===== config.mk =====
export PLATFORM = sky130hd
export DESIGN_NAME = crc16_frame_checker_responder
export DESIGN_NICKNAME = d
export VERILOG_FILES = /design/src/hw/rtl/cfcr_pkg.sv /design/src/hw/rtl/cfcr_front.sv /design/src/hw/rtl/cfcr_fifo.sv /design/src/hw/rtl/cfcr_back.sv /design/src/hw/rtl/crc16_frame_checker_responder.sv
export SDC_FILE = /design/constraint.sdc
export NUM_CORES = 1
export LEC_CHECK = 0
export ABC_CLOCK_PERIOD_IN_PS = 3900
export BUFFER_PORTS_ARGS = -buffer_cell sky130_fd_sc_hd__buf_2
export CAP_MARGIN = 20
export CORE_ASPECT_RATIO = 0.6
export CORE_MARGIN = 3
export CORE_UTILIZATION = 40
export CTS_CLUSTER_DIAMETER = 200
export DETAILED_ROUTE_END_ITERATION = 12
export PLACE_DENSITY = 0.61
export SYNTH_ARGS = -nofsm -noshare
export SYNTH_HDL_FRONTEND = slang
export SYNTH_SLANG_ARGS = --single-unit

===== constraint.sdc =====
create_clock -name i_clk -period 3.9 [get_ports i_clk]
set_input_delay 0.78 -clock i_clk [delete_from_list [all_inputs] [get_ports i_clk]]
set_output_delay 0.78 -clock i_clk [all_outputs]
set_load 0.01 [all_outputs]

===== src/hw/rtl/cfcr_pkg.sv =====
// Shared types, constants and the byte-wise CRC-16/Modbus update for the frame checker.
package cfcr_pkg;

    localparam logic [15:0] CRC_INIT = 16'hFFFF;
    localparam logic [15:0] CRC_POLY = 16'hA001;

    localparam logic [7:0] REPLY_LEAD   = 8'hFF;
    localparam logic [7:0] CODE_UNKNOWN = 8'h01;
    localparam logic [7:0] CODE_BAD_CRC = 8'h02;
    localparam logic [7:0] CODE_ACK     = 8'h03;

    // configuration register indexes
    localparam int unsigned CFG_IDX_W   = 3;
    localparam logic [CFG_IDX_W-1:0] CFG_HEADER  = 3'd0;
    localparam logic [CFG_IDX_W-1:0] CFG_STATION = 3'd1;
    localparam logic [CFG_IDX_W-1:0] CFG_CMD0    = 3'd2;

    localparam logic [7:0] RESET_HEADER  = 8'hFF;
    localparam logic [7:0] RESET_STATION = 8'h00;
    localparam int unsigned NUM_CMD      = 6;
    localparam int unsigned CMD_IW       = 3;
    localparam int unsigned CMD_RESET_BASE = 1;

    // frame position counter
    localparam int unsigned POS_W = 9;
    localparam logic [POS_W-1:0] POS_HEADER  = 9'd0;
    localparam logic [POS_W-1:0] POS_STATION = 9'd1;
    localparam logic [POS_W-1:0] POS_CMD     = 9'd2;
    localparam logic [POS_W-1:0] POS_LEN     = 9'd3;
    localparam logic [POS_W-1:0] POS_PAYLOAD = 9'd4;
    localparam logic [7:0]       MIN_LEN     = 8'd2;

    // reply byte slots
    localparam int unsigned RIDX_W = 3;
    localparam logic [RIDX_W-1:0] RB_LEAD   = 3'd0;
    localparam logic [RIDX_W-1:0] RB_SID    = 3'd1;
    localparam logic [RIDX_W-1:0] RB_CODE   = 3'd2;
    localparam logic [RIDX_W-1:0] RB_CRC_LO = 3'd3;
    localparam logic [RIDX_W-1:0] RB_CRC_HI = 3'd4;

    // reply queue
    localparam int unsigned Q_DEPTH = 2;
    localparam int unsigned Q_AW    = 1;
    localparam int unsigned Q_CW    = 2;

    typedef struct packed {
        logic [7:0] sid;
        logic [7:0] code;
    } t_reply;

    typedef struct packed {
        logic full;
        logic empty;
    } t_q_stat;

    function automatic logic [15:0] crc_feed(input logic [15:0] crc, input logic [7:0] b);
        logic [15:0] c;
        c = crc ^ {8'h00, b};
        for (int k = 0; k < 8; k++) begin
            c = c[0] ? ((c >> 1) ^ CRC_POLY) : (c >> 1);
        end
        return c;
    endfunction

endpackage


===== src/hw/rtl/cfcr_front.sv =====
// Front end: config registers, frame parser, running CRC and reply classification.
module cfcr_front (
    input  logic                           i_clk,
    input  logic                           i_rst_n,
    input  logic                           i_cfg_we,
    input  logic [cfcr_pkg::CFG_IDX_W-1:0] i_cfg_idx,
    input  logic [7:0]                     i_cfg_data,
    input  logic                           i_rx_valid,
    input  logic [7:0]                     i_rx_byte,
    output logic                           o_rx_stall,
    input  logic                           i_q_full,
    output logic                           o_push,
    output cfcr_pkg::t_reply               o_reply
);

    logic [7:0]  r_header;
    logic [7:0]  r_station;
    logic [7:0]  r_cmd [cfcr_pkg::NUM_CMD];

    logic [cfcr_pkg::POS_W-1:0] r_pos, n_pos;
    logic [15:0] r_crc, n_crc;
    logic [7:0]  r_len, n_len;
    logic [7:0]  r_cmd_val, n_cmd_val;
    logic [7:0]  r_crc_lo, n_crc_lo;
    logic        r_here, n_here;

    logic                       w_acc;
    logic [cfcr_pkg::POS_W-1:0] w_len_end;
    logic [15:0]                w_crc_upd;
    logic                       w_known;
    logic [7:0]                 w_code;
    logic [cfcr_pkg::CMD_IW-1:0] w_cmd_sel;

    assign o_rx_stall = i_q_full;
    assign w_acc      = i_rx_valid && !i_q_full;
    assign w_len_end  = {1'b0, r_len} + cfcr_pkg::POS_W'(2);
    assign w_crc_upd  = cfcr_pkg::crc_feed(
        (r_pos == cfcr_pkg::POS_HEADER) ? cfcr_pkg::CRC_INIT : r_crc, i_rx_byte);
    assign w_cmd_sel  = cfcr_pkg::CMD_IW'(i_cfg_idx - cfcr_pkg::CFG_CMD0);

    always_comb begin
        w_known = 1'b0;
        for (int i = 0; i < cfcr_pkg::NUM_CMD; i++) begin
            if (r_cmd_val == r_cmd[i]) w_known = 1'b1;
        end
    end

    // incoming CRC high byte completes the received word
    always_comb begin
        if ({i_rx_byte, r_crc_lo} != r_crc) begin
            w_code = cfcr_pkg::CODE_BAD_CRC;
        end else if (w_known) begin
            w_code = cfcr_pkg::CODE_ACK;
        end else begin
            w_code = cfcr_pkg::CODE_UNKNOWN;
        end
    end

    always_comb begin
        n_pos     = r_pos;
        n_crc     = r_crc;
        n_len     = r_len;
        n_cmd_val = r_cmd_val;
        n_crc_lo  = r_crc_lo;
        n_here    = r_here;
        o_push    = 1'b0;
        if (w_acc) begin
            priority if (r_pos == cfcr_pkg::POS_HEADER) begin
                if (i_rx_byte == r_header) begin
                    n_crc = w_crc_upd;
                    n_pos = cfcr_pkg::POS_STATION;
                end
            end else if (r_pos == cfcr_pkg::POS_STATION) begin
                n_here = (i_rx_byte == r_station);
                n_crc  = w_crc_upd;
                n_pos  = cfcr_pkg::POS_CMD;
            end else if (r_pos == cfcr_pkg::POS_CMD) begin
                n_cmd_val = i_rx_byte;
                n_crc     = w_crc_upd;
                n_pos     = cfcr_pkg::POS_LEN;
            end else if (r_pos == cfcr_pkg::POS_LEN) begin
                n_len = i_rx_byte;
                if (i_rx_byte < cfcr_pkg::MIN_LEN) begin
                    n_crc = cfcr_pkg::CRC_INIT;
                    n_pos = cfcr_pkg::POS_HEADER;
                end else begin
                    n_crc = w_crc_upd;
                    n_pos = cfcr_pkg::POS_PAYLOAD;
                end
            end else if (r_pos < w_len_end) begin
                n_crc = w_crc_upd;
                n_pos = r_pos + cfcr_pkg::POS_W'(1);
            end else if (r_pos == w_len_end) begin
                n_crc_lo = i_rx_byte;
                n_pos    = r_pos + cfcr_pkg::POS_W'(1);
            end else begin
                n_crc  = cfcr_pkg::CRC_INIT;
                n_pos  = cfcr_pkg::POS_HEADER;
                o_push = r_here;
            end
        end
    end

    assign o_reply.sid  = r_station;
    assign o_reply.code = w_code;

    always_ff @(posedge i_clk) begin
        if (!i_rst_n) begin
            r_header  <= cfcr_pkg::RESET_HEADER;
            r_station <= cfcr_pkg::RESET_STATION;
            for (int i = 0; i < cfcr_pkg::NUM_CMD; i++) begin
                r_cmd[i] <= 8'(i + cfcr_pkg::CMD_RESET_BASE);
            end
        end else if (i_cfg_we) begin
            unique case (i_cfg_idx)
                cfcr_pkg::CFG_HEADER:  r_header  <= i_cfg_data;
                cfcr_pkg::CFG_STATION: r_station <= i_cfg_data;
                default:               r_cmd[w_cmd_sel] <= i_cfg_data;
            endcase
        end
    end

    always_ff @(posedge i_clk) begin
        if (!i_rst_n) begin
            r_pos     <= cfcr_pkg::POS_HEADER;
            r_crc     <= cfcr_pkg::CRC_INIT;
            r_len     <= '0;
            r_cmd_val <= '0;
            r_crc_lo  <= '0;
            r_here    <= 1'b0;
        end else begin
            r_pos     <= n_pos;
            r_crc     <= n_crc;
            r_len     <= n_len;
            r_cmd_val <= n_cmd_val;
            r_crc_lo  <= n_crc_lo;
            r_here    <= n_here;
        end
    end

endmodule


===== src/hw/rtl/cfcr_fifo.sv =====
// Two-entry queue of pending replies between the parser and the reply sender.
module cfcr_fifo (
    input  logic              i_clk,
    input  logic              i_rst_n,
    input  logic              i_push,
    input  cfcr_pkg::t_reply  i_data,
    input  logic              i_pop,
    output cfcr_pkg::t_reply  o_data,
    output cfcr_pkg::t_q_stat o_stat
);

    cfcr_pkg::t_reply r_mem [cfcr_pkg::Q_DEPTH];
    logic [cfcr_pkg::Q_AW-1:0] r_wp, n_wp;
    logic [cfcr_pkg::Q_AW-1:0] r_rp, n_rp;
    logic [cfcr_pkg::Q_CW-1:0] r_cnt, n_cnt;

    assign o_stat.full  = (r_cnt == cfcr_pkg::Q_CW'(cfcr_pkg::Q_DEPTH));
    assign o_stat.empty = (r_cnt == '0);
    assign o_data       = r_mem[r_rp];

    always_comb begin
        n_wp  = r_wp;
        n_rp  = r_rp;
        n_cnt = r_cnt;
        if (i_push) n_wp = r_wp + cfcr_pkg::Q_AW'(1);
        if (i_pop)  n_rp = r_rp + cfcr_pkg::Q_AW'(1);
        if (i_push && !i_pop) n_cnt = r_cnt + cfcr_pkg::Q_CW'(1);
        if (i_pop && !i_push) n_cnt = r_cnt - cfcr_pkg::Q_CW'(1);
    end

    always_ff @(posedge i_clk) begin
        if (i_push) r_mem[r_wp] <= i_data;
    end

    always_ff @(posedge i_clk) begin
        if (!i_rst_n) begin
            r_wp  <= '0;
            r_rp  <= '0;
            r_cnt <= '0;
        end else begin
            r_wp  <= n_wp;
            r_rp  <= n_rp;
            r_cnt <= n_cnt;
        end
    end

endmodule


===== src/hw/rtl/cfcr_back.sv =====
// Back end: serializes one queued reply into five words, building the reply CRC as it sends.
module cfcr_back (
    input  logic              i_clk,
    input  logic              i_rst_n,
    input  logic              i_q_empty,
    input  cfcr_pkg::t_reply  i_q_data,
    output logic              o_pop,
    output logic              o_tx_valid,
    input  logic              i_tx_stall,
    output logic [7:0]        o_tx_byte,
    output logic              o_is_last
);

    logic                         r_busy, n_busy;
    logic [cfcr_pkg::RIDX_W-1:0]  r_idx, n_idx;
    logic [15:0]                  r_crc, n_crc;
    cfcr_pkg::t_reply             r_rep, n_rep;

    logic w_acc;
    logic w_done;

    assign w_acc      = r_busy && !i_tx_stall;
    assign w_done     = w_acc && (r_idx == cfcr_pkg::RB_CRC_HI);
    assign o_pop      = (!r_busy || w_done) && !i_q_empty;
    assign o_tx_valid = r_busy;
    assign o_is_last  = (r_idx == cfcr_pkg::RB_CRC_HI);

    always_comb begin
        unique case (r_idx)
            cfcr_pkg::RB_LEAD:   o_tx_byte = cfcr_pkg::REPLY_LEAD;
            cfcr_pkg::RB_SID:    o_tx_byte = r_rep.sid;
            cfcr_pkg::RB_CODE:   o_tx_byte = r_rep.code;
            cfcr_pkg::RB_CRC_LO: o_tx_byte = r_crc[7:0];
            cfcr_pkg::RB_CRC_HI: o_tx_byte = r_crc[15:8];
            default:             o_tx_byte = 8'h00;
        endcase
    end

    always_comb begin
        n_busy = r_busy;
        n_idx  = r_idx;
        n_crc  = r_crc;
        n_rep  = r_rep;
        if (o_pop) begin
            n_busy = 1'b1;
            n_idx  = cfcr_pkg::RB_LEAD;
            n_crc  = cfcr_pkg::CRC_INIT;
            n_rep  = i_q_data;
        end else if (w_done) begin
            n_busy = 1'b0;
        end else if (w_acc) begin
            n_idx = r_idx + cfcr_pkg::RIDX_W'(1);
            // CRC covers the three header words only
            if (r_idx < cfcr_pkg::RB_CRC_LO) n_crc = cfcr_pkg::crc_feed(r_crc, o_tx_byte);
        end
    end

    always_ff @(posedge i_clk) begin
        if (!i_rst_n) begin
            r_busy <= 1'b0;
            r_idx  <= cfcr_pkg::RB_LEAD;
        end else begin
            r_busy <= n_busy;
            r_idx  <= n_idx;
        end
    end

    always_ff @(posedge i_clk) begin
        r_crc <= n_crc;
        r_rep <= n_rep;
    end

endmodule


===== src/hw/rtl/crc16_frame_checker_responder.sv =====
// Top level: framed command receiver with CRC-16/Modbus check and five-word status reply.
//
//   channel  | direction | handshake               | payload
//   ---------+-----------+-------------------------+------------------------
//   rx       | in        | i_rx_valid / o_rx_stall | i_rx_byte
//   tx       | out       | o_tx_valid / i_tx_stall | o_tx_byte, o_is_last
//   cfg      | in        | i_cfg_we                | i_cfg_idx, i_cfg_data
//
// One rx word per cycle unless rx stalls; the byte-wise CRC update sets that figure.
// A reply leaves as five words, from the sender's word counter.
// Up to two replies wait in the queue; rx stalls only while that queue is full.
// Synchronous active-low reset restores the register defaults and hunts for a header.
module crc16_frame_checker_responder (
    input  logic                           i_clk,
    input  logic                           i_rst_n,
    input  logic                           i_cfg_we,
    input  logic [cfcr_pkg::CFG_IDX_W-1:0] i_cfg_idx,
    input  logic [7:0]                     i_cfg_data,
    input  logic                           i_rx_valid,
    output logic                           o_rx_stall,
    input  logic [7:0]                     i_rx_byte,
    output logic                           o_tx_valid,
    input  logic                           i_tx_stall,
    output logic [7:0]                     o_tx_byte,
    output logic                           o_is_last
);

    cfcr_pkg::t_q_stat w_q_stat;
    cfcr_pkg::t_reply  w_push_data;
    cfcr_pkg::t_reply  w_pop_data;
    logic              w_push;
    logic              w_pop;

    cfcr_front u_front (
        .i_clk      (i_clk),
        .i_rst_n    (i_rst_n),
        .i_cfg_we   (i_cfg_we),
        .i_cfg_idx  (i_cfg_idx),
        .i_cfg_data (i_cfg_data),
        .i_rx_valid (i_rx_valid),
        .i_rx_byte  (i_rx_byte),
        .o_rx_stall (o_rx_stall),
        .i_q_full   (w_q_stat.full),
        .o_push     (w_push),
        .o_reply    (w_push_data)
    );

    cfcr_fifo u_fifo (
        .i_clk   (i_clk),
        .i_rst_n (i_rst_n),
        .i_push  (w_push),
        .i_data  (w_push_data),
        .i_pop   (w_pop),
        .o_data  (w_pop_data),
        .o_stat  (w_q_stat)
    );

    cfcr_back u_back (
        .i_clk      (i_clk),
        .i_rst_n    (i_rst_n),
        .i_q_empty  (w_q_stat.empty),
        .i_q_data   (w_pop_data),
        .o_pop      (w_pop),
        .o_tx_valid (o_tx_valid),
        .i_tx_stall (i_tx_stall),
        .o_tx_byte  (o_tx_byte),
        .o_is_last  (o_is_last)
    );

    a_no_push_full: assert property (@(posedge i_clk) disable iff (!i_rst_n)
        w_push |-> !w_q_stat.full)
        else $error("reply pushed into full queue");

    a_q_stat_sane: assert property (@(posedge i_clk) disable iff (!i_rst_n)
        !(w_q_stat.full && w_q_stat.empty))
        else $error("queue both full and empty");

    a_reply_lead: assert property (@(posedge i_clk) disable iff (!i_rst_n)
        $rose(o_tx_valid) |-> (o_tx_byte == cfcr_pkg::REPLY_LEAD))
        else $error("reply does not start with lead word");

    a_idle_after_last: assert property (@(posedge i_clk) disable iff (!i_rst_n)
        (o_tx_valid && !i_tx_stall && o_is_last && w_q_stat.empty) |=> !o_tx_valid)
        else $error("tx valid after last word with nothing queued");

endmodule


==> summary.md, run 1 <==
| Metric | Value |
|---|---|
| Std cell rows | 41 |
| Post-synth top cells | nand2_1, dfxtp_1, nor2_1 |
| Area grow syn2layout | 11.4% |
| Power density over the cells | 397 mW/mm2 |
| Hold Worst Slack | 0.486 ns |
| Setup TNS | 0 ns |
| DR vias | 6418 |
| Skew-Pair Late Insertion Delay | 0.43 ns |
| Post-Syn Area | 0.00885 mm2 |
| Relative slew slack | 52.0% |
| Final setup viols | 0 |
| Yosys top cell area share | 26.5% |
| Fin. max-slew vios | 0 |
| Worst path bufs/invs | 0 |
| Final WL | 21300 um |
| GRT Total Usage | 18.7% |
| CTS resizes | 0 |
| CP arrival | 3.81 ns |
| Setup WS pre-CTS | 0.488 ns |
| CP startpoint kind | flip-flop |
| Lkg Pwr | 3.52 nW |
| Final worst-path cycle share | 88.5% |
| Worst path slowest cell | or4b_1 |
| Least-Margin Pin Slew | 0.719 ns |
| Post-route cell area | 0.00986 mm2 |
| Initial Util | 41.5% |
| Cells after Synth | 916 |
| CP cell instances | ha_1, nand2_1, or2_2, xor2_1, ha_1, nand2_1, a21oi_1, o21ai_1, a21o_1, or4b_1, ha_1, or3_1, a21boi_0 |
| Clk slew on worst S/H paths | 0.07 ns |
| TritonCTS Buffers | 17 |
| Clock period minus worst slack | 3.45 ns |
| Die H | 121 um |
| Synthesis-stage register bit count | 168 |
| CP Capture Type | flip-flop |
| Largest net degree at the start of global routing | 74 |
| Main synth FF type | dfxtp_1 |
| Worst Hold Launch | u_front.r_header[3] |
| CP required | 4.26 ns |
| I/O pins | 35 |
| Status | finished clean |
| Cell taking the most area after synthesis | edfxtp_1 |
| GRT Residual Overflow | 0 |
| Count leader, synth | nand2_1 |
| Final Hold Fails | 0 |
| Die ar. | 0.0240 mm2 |
| Worst IR Drop VDD | 310 uV |
| DR vias/cell | 5.25 |
| Core area | 0.0213 mm2 |
| Initial drt markers | 580 |
| Critical path type | flip-flop to flip-flop |
| Initial antenna violation count | 0 |
| Fraction of layout cells with a size suffix above 1 | 11.0% |
| Dpl hpwl | 15200 um |
| EDFF count, synth | 78 |
| Antenna-violating nets left | 0 |
| Placed instance area | 0.00925 mm2 |
| Syn_nets | 961 |
| Clock Sinks | 168 |
| Largest stage delay on the critical path | 0.57 ns |
| Worst r2r dst | u_fifo.r_cnt[1] |
| First-pass GRT wire length | 34600 um |
| H-tree Lvls | 4 |
| FF-to-FF setup slack | 0.45 ns |
| Register area share after synthesis | 46.8% |
| Root buf cell | clkbuf_16 |
| YS warnings | 0 |
| Ys async rst share | 0% |
| Synth top area cells | edfxtp_1, dfxtp_1, xnor2_1, xor2_1, nand2_1 |
| Max Freq | 0.290 GHz |
| Layout fillers | 2015 |
| Pre-antenna DRT Iters | 5 |
| Reported max-cap violation count | 0 |
| Vias in the first global route | 6191 |
| DR WL/cell | 17.4 um |
| Clock skew | 0.0101 ns |
| Cell family with most CP delay | simple AND/OR/NAND/NOR gates |
| DRC viols | 0 |
| # hold bufs at CTS | 0 |
| Synth unique cells | 61 |
| NumNets Final | 976 |
| Crit Path Max Fanout | 5 |
| Hold Crit Class | flip-flop to flip-flop |
| Average size of a mapped cell | 9.66 um2 |
| Final WS setup | 0.449 ns |
| IO Port Bufs | 34 |
| Final design utilization | 46.2% |
| Most frequent CP cell | ha_1 |
| Hold path depth | 2 |
| Hold Crit Endpoint | u_front.r_header[3] |
| Max clock buf depth | 2 |
| Die width | 198 um |
| Diodes inserted | 0 |
| FF-to-FF Start | u_front.r_len[1] |
| RSZ-0062 raised after global routing | false |
| Gpl congestion | 0.861 |
| Reg2Reg Depth | 13 |
| Setup Buffers After CTS | 0 |
| CTS tree | done |
-- per-stage QoR --
| stage | power [mW] | instances |
|---|---|---|
| 6_report | 3.91 | 1223 |
| 5_1_grt | 4.07 | 1223 |
| 4_1_cts | 3.95 | 1222 |
| 3_5_place_dp | 2.21 | 1190 |
| 3_3_place_gp | 2.21 | 1190 |
| 2_1_floorplan | 2.14 | 916 |
-- power breakdown --
part           switching (mW)  internal [mW]
sequential             0.0325           1.89
combinational           0.151          0.106
clock                   0.724           1.01
total                   0.908           3.01
-- cell type report --
class,count,area [um2],share of cell area [%]
clock inverter,14,169,1.71
clock buffer,18,429,4.35
multi-input combinational,669,4390,44.5
sequential,168,4140,42.0
inverter,27,101,1.03
timing repair buffer,48,275,2.79
tap,279,349,3.54
-- routing by layer --
layer  track usage, %  vias to the layer above  share of wire, %
li1                 -                     3186                 -
met1             29.7                     3025                53
met4             5.12                        0               1.5
met5                0                        -                 0
met2             25.1                      184                40
met3             4.00                       23               6.2
-- state kept, by name, summed over array words and instances (netlist names) --
register / cells
u_front.r_crc_lo: 8
u_front.r_station: 8
u_fifo.r_cnt: 2
u_back.o_tx_valid: 1
u_front.r_here: 1
u_fifo.r_mem: 20
u_front.r_cmd_val: 8
u_back.r_crc: 16
u_fifo.r_wp: 1
u_back.r_idx: 3
u_front.r_len: 8
u_front.r_cmd: 48
u_front.r_crc: 16
u_back.r_rep: 10
u_front.r_pos: 9
u_fifo.r_rp: 1
u_front.r_header: 8
-- cells in the final DEF (no fill, tap or decap), types with 3 or more instances in the layout --
master and count:
nor2_1 84, nor4_1 14, a21oi_2 4, mux2i_1 27
dfxtp_1 90, o211ai_1 8, o22ai_1 4, nor2b_1 29
a21o_1 6, clkbuf_16 17, o21ai_0 14, or3_1 6
nand2_1 113, nand4_1 14, buf_4 14, bufinv_16 3
nor3_1 26, and3_1 6, xor2_1 63, edfxtp_1 78
buf_2 34, o21ai_1 22, inv_1 27, mux2_2 11
a22oi_1 6, a21boi_0 12, ha_1 21, xnor2_1 71
a21oi_1 23, a221oi_1 4, nand3_1 25, and2_1 5
inv_6 4, a31oi_1 6, nand2b_1 9
-- kinds of logic (layout without fill, tap and decap cells) --
group | Yosys count | in the layout | share of synthesized area (%)
simple gates | 348 | 348 | 18.8
mux | 38 | 38 | 4.45
fa+ha+maj | 21 | 21 | 2.97
buf+inv | 79 | 107 | 3.56
compound gates | 125 | 125 | 9.46
flops | 168 | 168 | 46.8
xor+xnor | 137 | 137 | 14.0
-- worst reg2reg max path, stage by stage (launching register included) --
cell	delay, ns
dfxtp_1	0.40
ha_1	0.24
nand2_1	0.06
or2_2	0.28
xor2_1	0.15
ha_1	0.27
nand2_1	0.06
a21oi_1	0.11
o21ai_1	0.12
a21o_1	0.22
or4b_1	0.57
ha_1	0.38
or3_1	0.37
a21boi_0	0.15
-- worst max-delay path by stage --
stage | startpoint | to | depth (start not counted) | slack (ns)
5_1_grt | u_front.r_len[1] | u_fifo.r_cnt[1] | 13 | 0.28
3_5_place_dp | u_front.r_len[1] | u_fifo.r_cnt[1] | 13 | 0.49
3_3_place_gp | u_front.r_len[1] | u_fifo.r_cnt[1] | 13 | 0.52
2_1_floorplan | u_front.r_len[1] | u_fifo.r_cnt[1] | 13 | 0.71
6_report | u_front.r_len[1] | u_fifo.r_cnt[1] | 13 | 0.45
4_1_cts | u_front.r_len[1] | u_fifo.r_cnt[1] | 13 | 0.47
No activity file was read; power rests on OpenSTA's default activity.
==> run 2, diff against run 1 <==
- SYNTH_HIERARCHICAL: unset -> 1
==> run 2 against run 1 <==
Non-clock buffer count grew 2. Setup slack gained 0.015 ns. Die area grew 5.4%. Fmax grew 0.44%. Largest cell class is now flip-flops and latches.
==> summary.md, run 2 <==
| Metric | Value |
|---|---|
| Clk slew on worst S/H paths | 0.07 ns (about the same) |
| Final design utilization | 46.0% (-0.19 points) |
| Area grow syn2layout | 10.7% |
| DRC viols | 0 (unchanged) |
| Combinational share of power | 18.3% (+12 points) |
| Internal cell power | 3.54 mW (+18%) |
| Diodes inserted | 0 (unchanged) |
| Skew-Pair Late Insertion Delay | 0.44 ns (about the same) |
| IO Port Bufs | 34 (unchanged) |
| Std cell rows | 42 (+2.4%) |
| Final Hold Fails | 0 (unchanged) |
| Sw Share | 28.3% (+5.1 points) |
| GRT Residual Overflow | 0 (unchanged) |
| Max clock buf depth | 2 (unchanged) |
| Most common cell after layout, fill and taps aside | nand2_1 |
| Regs by FF count | u_front/r_cmd (48), u_fifo/r_mem (32) |
| Cell taking the most area after synthesis | edfxtp_1 |
| Largest stage delay on the critical path | 0.70 ns (+0.13 ns) |
| Setup Buffers After CTS | 0 (unchanged) |
| NumNets Final | 949 (-2.8%) |
| Worst IR Drop VDD | 208 uV (-33%) |
| Die ar. | 0.0253 mm2 (+5.4%) |
| Least-Margin Pin Slew | 0.866 ns (+0.148 ns) |
| Synthesis-stage register bit count | 187 (+11%) |
| Relative slew slack | 41.9% (-10 points) |
| CTS tree | done |
| TritonCTS Buffers | 17 (unchanged) |
| Clock period minus worst slack | 3.44 ns (-0.0152 ns) |
| Post-Syn Area | 0.00935 mm2 (+5.6%) |
| Post-synth top cells | nand2_1, edfxtp_1, dfxtp_1 |
| Cell family with most CP delay | compound AO/OA/AOI/OAI gates |
| Worst path bufs/invs | 0 (unchanged) |
| CP cell instances | ha_1, nand2_1, nor2_1, xnor2_1, ha_1, nand2_1, o21ai_0, nand3b_1, a211oi_4, o221ai_2, or2_1, o32a_1 |
| Root buf cell | clkbuf_16 |
| I/O pins | 35 (unchanged) |
| Reg power frac | 47.5% (-1.6 points) |
| Clock Sinks | 187 (+11%) |
| CP startpoint kind | flip-flop |
| Fraction of layout cells with a size suffix above 1 | 13.6% (+2.6 points) |
| Hold Worst Slack | 0.482 ns (-0.00363 ns) |
| DR vias | 6354 (-1.0%) |
| Worst path slowest cell | a211oi_4 |
| Synth top area cells | edfxtp_1, dfxtp_1, xnor2_1, xor2_1, nand2_1 |
| Status | finished clean |
| Critical path type | flip-flop to flip-flop |
| CP Capture Type | flip-flop |
| Final setup viols | 0 (unchanged) |
| CP required | 4.22 ns (-0.04 ns) |
| Layout fillers | 2129 (+5.7%) |
| Pre-antenna DRT Iters | 5 (unchanged) |
| Final WL | 21700 um (+2.1%) |
| DR vias/cell | 5.18 (-1.2%) |
| H-tree Lvls | 4 (unchanged) |
| Dpl hpwl | 15400 um (+1.8%) |
| RSZ-0062 raised after global routing | false |
| Core area | 0.0225 mm2 (+5.4%) |
| Initial Util | 41.6% (+0.092 points) |
| # hold bufs at CTS | 0 (unchanged) |
| Synth unique cells | 69 (+13%) |
| Antenna-violating nets left | 0 (unchanged) |
| Cells after Synth | 883 (-3.6%) |
| P_sw | 1.40 mW (+54%) |
| Crit Path Max Fanout | 18 (+13) |
| Largest register FFs | 48 (unchanged) |
| Clock power frac | 34.2% (-10 points) |
| Final worst-path cycle share | 88.1% (-0.39 points) |
| Die width | 203 um (+2.7%) |
| CTS resizes | 0 (unchanged) |
| DR WL/cell | 17.7 um (+1.8%) |
| Fin. max-slew vios | 0 (unchanged) |
| Ys async rst share | 0% (unchanged) |
| Reg with most FFs | u_front/r_cmd |
| Reported max-cap violation count | 0 (unchanged) |
| Power density over the cells | 477 mW/mm2 (+20%) |
| Setup TNS | 0 ns (unchanged) |
| Largest net degree at the start of global routing | 40 (-46%) |
| YS warnings | 6 (+6) |
| Average size of a mapped cell | 10.6 um2 (+9.6%) |
| Initial drt markers | 506 (-13%) |
| Main synth FF type | edfxtp_1 |
| Count leader, synth | nand2_1 |
| Hold Crit Class | flip-flop to flip-flop |
| Clock skew | 0.0165 ns (+0.00639 ns) |
| Total Power | 4.94 mW (+26%) |
| Most frequent cells in the layout | nand2_1, edfxtp_1, dfxtp_1, xnor2_1, nor2_1 |
| Die H | 124 um (+2.6%) |
| Vias in the first global route | 6131 (-0.97%) |
| First-pass GRT wire length | 35100 um (+1.4%) |
| Yosys top cell area share | 30.8% (+4.4 points) |
| Lkg Pwr | 3.79 nW (+7.8%) |
| Initial antenna violation count | 0 (unchanged) |
| CP arrival | 3.75 ns (-0.06 ns) |
| Register area share after synthesis | 50.3% (+3.5 points) |
| Max Freq | 0.291 GHz (+0.44%) |
| GRT Total Usage | 17.8% (-0.92 points) |
| EDFF count, synth | 96 (+23%) |
| Gpl congestion | 0.839 (-2.5%) |
-- run 2: changes by cell type in the layout (fill, tap and decap cells not counted), sizes merged, moves of 14 or more --
cell,delta
edfxtp,+18
o21ai,-23
nor3,-19
xor2,-14
xnor2,+18
nor2b,-25
-- run 2: layer usage --
layer,routed length (um),global-route usage [%],vias up
met5,0,0,-
met4,216,4.29,0
met3,1470,4.18,16
met2,8400,23.1,192
met1,11700,28.9,3038
li1,-,-,3108
-- run 2: cell families (layout without fill, tap and decap cells) --
family	after synthesis	in the layout	synth area share [%]
simple gates	300	300	15.2
xor+xnor	141	141	13.6
flops	187	187	50.3
fa+ha+maj	20	20	2.68
mux	54	54	6.38
compound gates	107	107	8.07
buf+inv	73	103	3.63
other cells	1	6	0.0401
-- run 2: final cells by class --
cell class / count / area [um2] / share of cell area (%)
Multi-Input combinational cell: 628 / 4320 / 41.8
Tap cell: 308 / 385 / 3.72
Inverter: 21 / 78.8 / 0.762
Clock buffer: 19 / 433 / 4.18
Timing Repair Buffer: 50 / 290 / 2.81
Clock inverter: 13 / 133 / 1.28
Sequential cell: 187 / 4700 / 45.5
-- run 2: per-stage QoR --
step                      std cells  setup WS [ns]  instance area, um2
after global routing           1226          0.156               10300
after detailed placement       1194          0.454                9780
after CTS                      1226          0.506               10300
final                          1226          0.465               10300
after floorplan                 888          0.804                9370
after global placement         1194          0.581                9780
-- run 2: final timing paths --
| path | start | endpoint | slack (ns) | cells after the start |
|---|---|---|---|---|
| worst min register to register | u_front/r_len[5] | u_front/r_len[5] | 0.48 | 2 |
| worst max register to register | u_front/r_len[1] | u_front/r_crc[15] | 0.46 | 12 |
| worst min-delay path | u_front/r_len[5] | u_front/r_len[5] | 0.48 | 2 |
| worst max-delay path | u_front/r_len[1] | u_front/r_crc[15] | 0.46 | 12 |
-- run 2: power groups by stage --
| stage | Sequential, mW | Combinational (mW) | Clock [mW] |
|---|---|---|---|
| CTS | 2.34 | 0.901 | 1.72 |
| global route | 2.36 | 0.993 | 1.80 |
| global placement | 2.38 | 0.880 | 0 |
| floorplan | 2.35 | 0.732 | 0 |
| detailed placement | 2.38 | 0.892 | 0 |
| finish | 2.34 | 0.904 | 1.69 |
-- run 2: worst reg2reg max path, cell delays in order, from the launching register on --
cell	delay, ns
dfxtp_1	0.41
ha_1	0.24
nand2_1	0.07
nor2_1	0.13
xnor2_1	0.13
ha_1	0.25
nand2_1	0.06
o21ai_0	0.17
nand3b_1	0.26
a211oi_4	0.70
o221ai_2	0.40
or2_1	0.33
o32a_1	0.18
==> run 3, diff against run 2 <==
- CAP_MARGIN: 20 -> unset
- SYNTH_HIERARCHICAL: 1 -> unset
==> run 3 against run 2 <==
Clock skew shrank 0.0063 ns. Critical path depth up 1. Via count grew 1.2%. Fmax is 0.39% lower. Critical path type unchanged. Critical endpoint is now u_fifo.r_cnt[1]. Largest cell class is now multi-input gates.
==> summary.md, run 3 (synthesis gave the netlist of run 1 again) <==
| Metric | Value |
|---|---|
| CTS resizes | 0 (unchanged) |
| Critical path type | flip-flop to flip-flop |
| Most common cell after layout, fill and taps aside | nand2_1 |
| Std cell rows | 41 (-2.4%) |
| First-pass GRT wire length | 34600 um (-1.4%) |
| Gpl congestion | 0.861 (+2.5%) |
| CTS tree | done |
| CP startpoint kind | flip-flop |
| CP Launch Point | u_front.r_len[1] |
| # hold bufs at CTS | 0 (unchanged) |
| Clock Sinks | 168 (-10%) |
| Vias in the first global route | 6191 (+0.98%) |
| DR WL/cell | 17.4 um (-1.6%) |
| Final Hold Fails | 0 (unchanged) |
| Total Power | 3.92 mW (-21%) |
| Clock power frac | 44.4% (+10 points) |
| CP Capture Type | flip-flop |
| Fin cells | 1222 (-0.33%) |
| Worst IR Drop VDD | 311 uV (+50%) |
| Max Freq | 0.290 GHz (-0.39%) |
| Die width | 198 um (-2.6%) |
| Final WL | 21300 um (-2.0%) |
| RSZ-0062 raised after global routing | false |
| Final setup viols | 0 (unchanged) |
| H-tree Lvls | 4 (unchanged) |
| Dpl cells | 1190 (-0.34%) |
| GRT Residual Overflow | 0 (unchanged) |
| Initial drt markers | 585 (+16%) |
| Dpl hpwl | 15200 um (-1.8%) |
| Relative slew slack | 20.7% (-21 points) |
| Clk slew on worst S/H paths | 0.07 ns (about the same) |
| Initial Util | 41.5% (-0.092 points) |
| Clock period minus worst slack | 3.45 ns (+0.0133 ns) |
| Area grow syn2layout | 11.3% |
| Pre-antenna DRT Iters | 5 (unchanged) |
| Regs by FF count | u_front.r_cmd (48), u_fifo.r_mem (20) |
| Max clock buf depth | 2 (unchanged) |
| Internal cell power | 3.01 mW (-15%) |
| Hold Crit Class | flip-flop to flip-flop |
| Worst r2r dst | u_fifo.r_cnt[1] |
| Final WS setup | 0.451 ns (-0.0133 ns) |
| Antenna-violating nets left | 0 (unchanged) |
| Largest register FFs | 48 (unchanged) |
| Die H | 121 um (-2.6%) |
| Lkg Pwr | 3.51 nW (-7.4%) |
| Largest net degree at the start of global routing | 74 (+85%) |
| Placed instance area | 0.00925 mm2 (-5.4%) |
| Reg2Reg Depth | 13 (+1) |
| FF-to-FF setup slack | 0.45 ns (about the same) |
| Least-Margin Pin Slew | 1.18 ns (+0.316 ns) |
| Clock skew | 0.0102 ns (-0.00627 ns) |
| Die ar. | 0.0240 mm2 (-5.1%) |
| DR vias/cell | 5.26 (+1.6%) |
| GRT Total Usage | 18.7% (+0.92 points) |
| Combinational share of power | 6.6% (-12 points) |
| Fin. max-slew vios | 0 (unchanged) |
| Core area | 0.0213 mm2 (-5.1%) |
| Diodes inserted | 0 (unchanged) |
| FF-to-FF Start | u_front.r_len[1] |
| TritonCTS Buffers | 17 (unchanged) |
| CP required | 4.26 ns (+0.04 ns) |
| DRC viols | 0 (unchanged) |
| Fraction of layout cells with a size suffix above 1 | 10.9% (-2.7 points) |
| Sw Share | 23.2% (-5.0 points) |
| Reg area | 0.00414 mm2 (-12%) |
| Reg with most FFs | u_front.r_cmd |
| Post-route cell area | 0.00985 mm2 (-4.8%) |
| Crit Path Max Fanout | 5 (-13) |
| Crit path to | u_fifo.r_cnt[1] |
| Setup TNS | 0 ns (unchanged) |
| Power density over the cells | 398 mW/mm2 (-17%) |
| Reported max-cap violation count | 0 (unchanged) |
| DR vias | 6433 (+1.2%) |
| NumNets Final | 975 (+2.7%) |
| P_sw | 0.910 mW (-35%) |
| Setup Buffers After CTS | 0 (unchanged) |
| Status | finished clean |
| Root buf cell | clkbuf_16 |
| I/O pins | 35 (unchanged) |
| Initial antenna violation count | 0 (unchanged) |
| IO Port Bufs | 34 (unchanged) |
| Layout fillers | 2015 (-5.4%) |
| Final worst-path cycle share | 88.4% (+0.34 points) |
| Setup WS pre-CTS | 0.488 ns (+0.0335 ns) |
| Reg power frac | 49.0% (+1.5 points) |
| Most frequent cells in the layout | nand2_1, dfxtp_1, nor2_1, edfxtp_1, xnor2_1 |
| Skew-Pair Late Insertion Delay | 0.43 ns (about the same) |
| Multi-input gate area | 0.00439 mm2 (+1.6%) |
| CP arrival | 3.81 ns (+0.06 ns) |
-- run 3: cell types whose count changed in the layout (fill, tap and decap cells not counted), moves of 14 or more --
cell | previous run | this run
edfxtp_1 | 96 | 78
nor2b_1 | 4 | 29
nor3_1 | 8 | 26
o21ai_1 | 1 | 22
xnor2_1 | 89 | 71
xor2_1 | 49 | 63
-- run 3: power by group through the flow --
stage / sequential [mW] / clock, mW / combinational [mW]
detailed placement: 1.96 / 0 / 0.255
finish: 1.92 / 1.74 / 0.258
global route: 1.93 / 1.86 / 0.285
CTS: 1.92 / 1.77 / 0.258
floorplan: 1.95 / 0 / 0.187
global placement: 1.96 / 0 / 0.255
-- run 3: worst max-delay path, stage by stage (launching register included) --
cell and delay (ns):
dfxtp_1 0.40, ha_1 0.24, nand2_1 0.06, or2_2 0.28, xor2_1 0.15, ha_1 0.27, nand2_1 0.06, a21oi_1 0.11
o21ai_1 0.11, a21o_1 0.22, or4b_1 0.57, ha_1 0.38, or3_1 0.37, a21boi_0 0.15
-- run 3: per-stage QoR --
stage                     hold slack, ns  utilization, %
final                              0.486            46.2
after global routing               0.507            46.2
after CTS                          0.489            46.2
after detailed placement           0.480            43.4
after global placement             0.469            43.4
after floorplan                    0.459               -
-- run 3: layout make-up --
type | count | share of cell area, %
clock inverters | 14 | 1.71
repair buffers | 47 | 2.72
clock buffers | 18 | 4.36
inverters | 27 | 1.03
multi-input cells | 669 | 44.6
flip-flops and latches | 168 | 42.1
well taps | 279 | 3.54
-- run 3: worst min-delay path by stage --
stage | slack [ns] | start | end | cells after the start
after global placement | 0.47 | u_front.r_header[5] | u_front.r_header[5] | 2
after global routing | 0.51 | u_front.r_header[4] | u_front.r_header[4] | 2
after CTS | 0.49 | u_front.r_header[3] | u_front.r_header[3] | 2
final | 0.49 | u_front.r_header[3] | u_front.r_header[3] | 2
after detailed placement | 0.48 | u_front.r_header[3] | u_front.r_header[3] | 2
after floorplan | 0.46 | u_front.r_header[0] | u_front.r_header[0] | 2
-- run 3: per-layer routing --
layer / global-route usage, % / vias up / share of wire [%]
li1: - / 3184 / -
met1: 29.7 / 3051 / 53
met2: 25.1 / 173 / 40
met3: 4.00 / 25 / 5.9
met4: 5.12 / 0 / 1.5
met5: 0 / - / 0
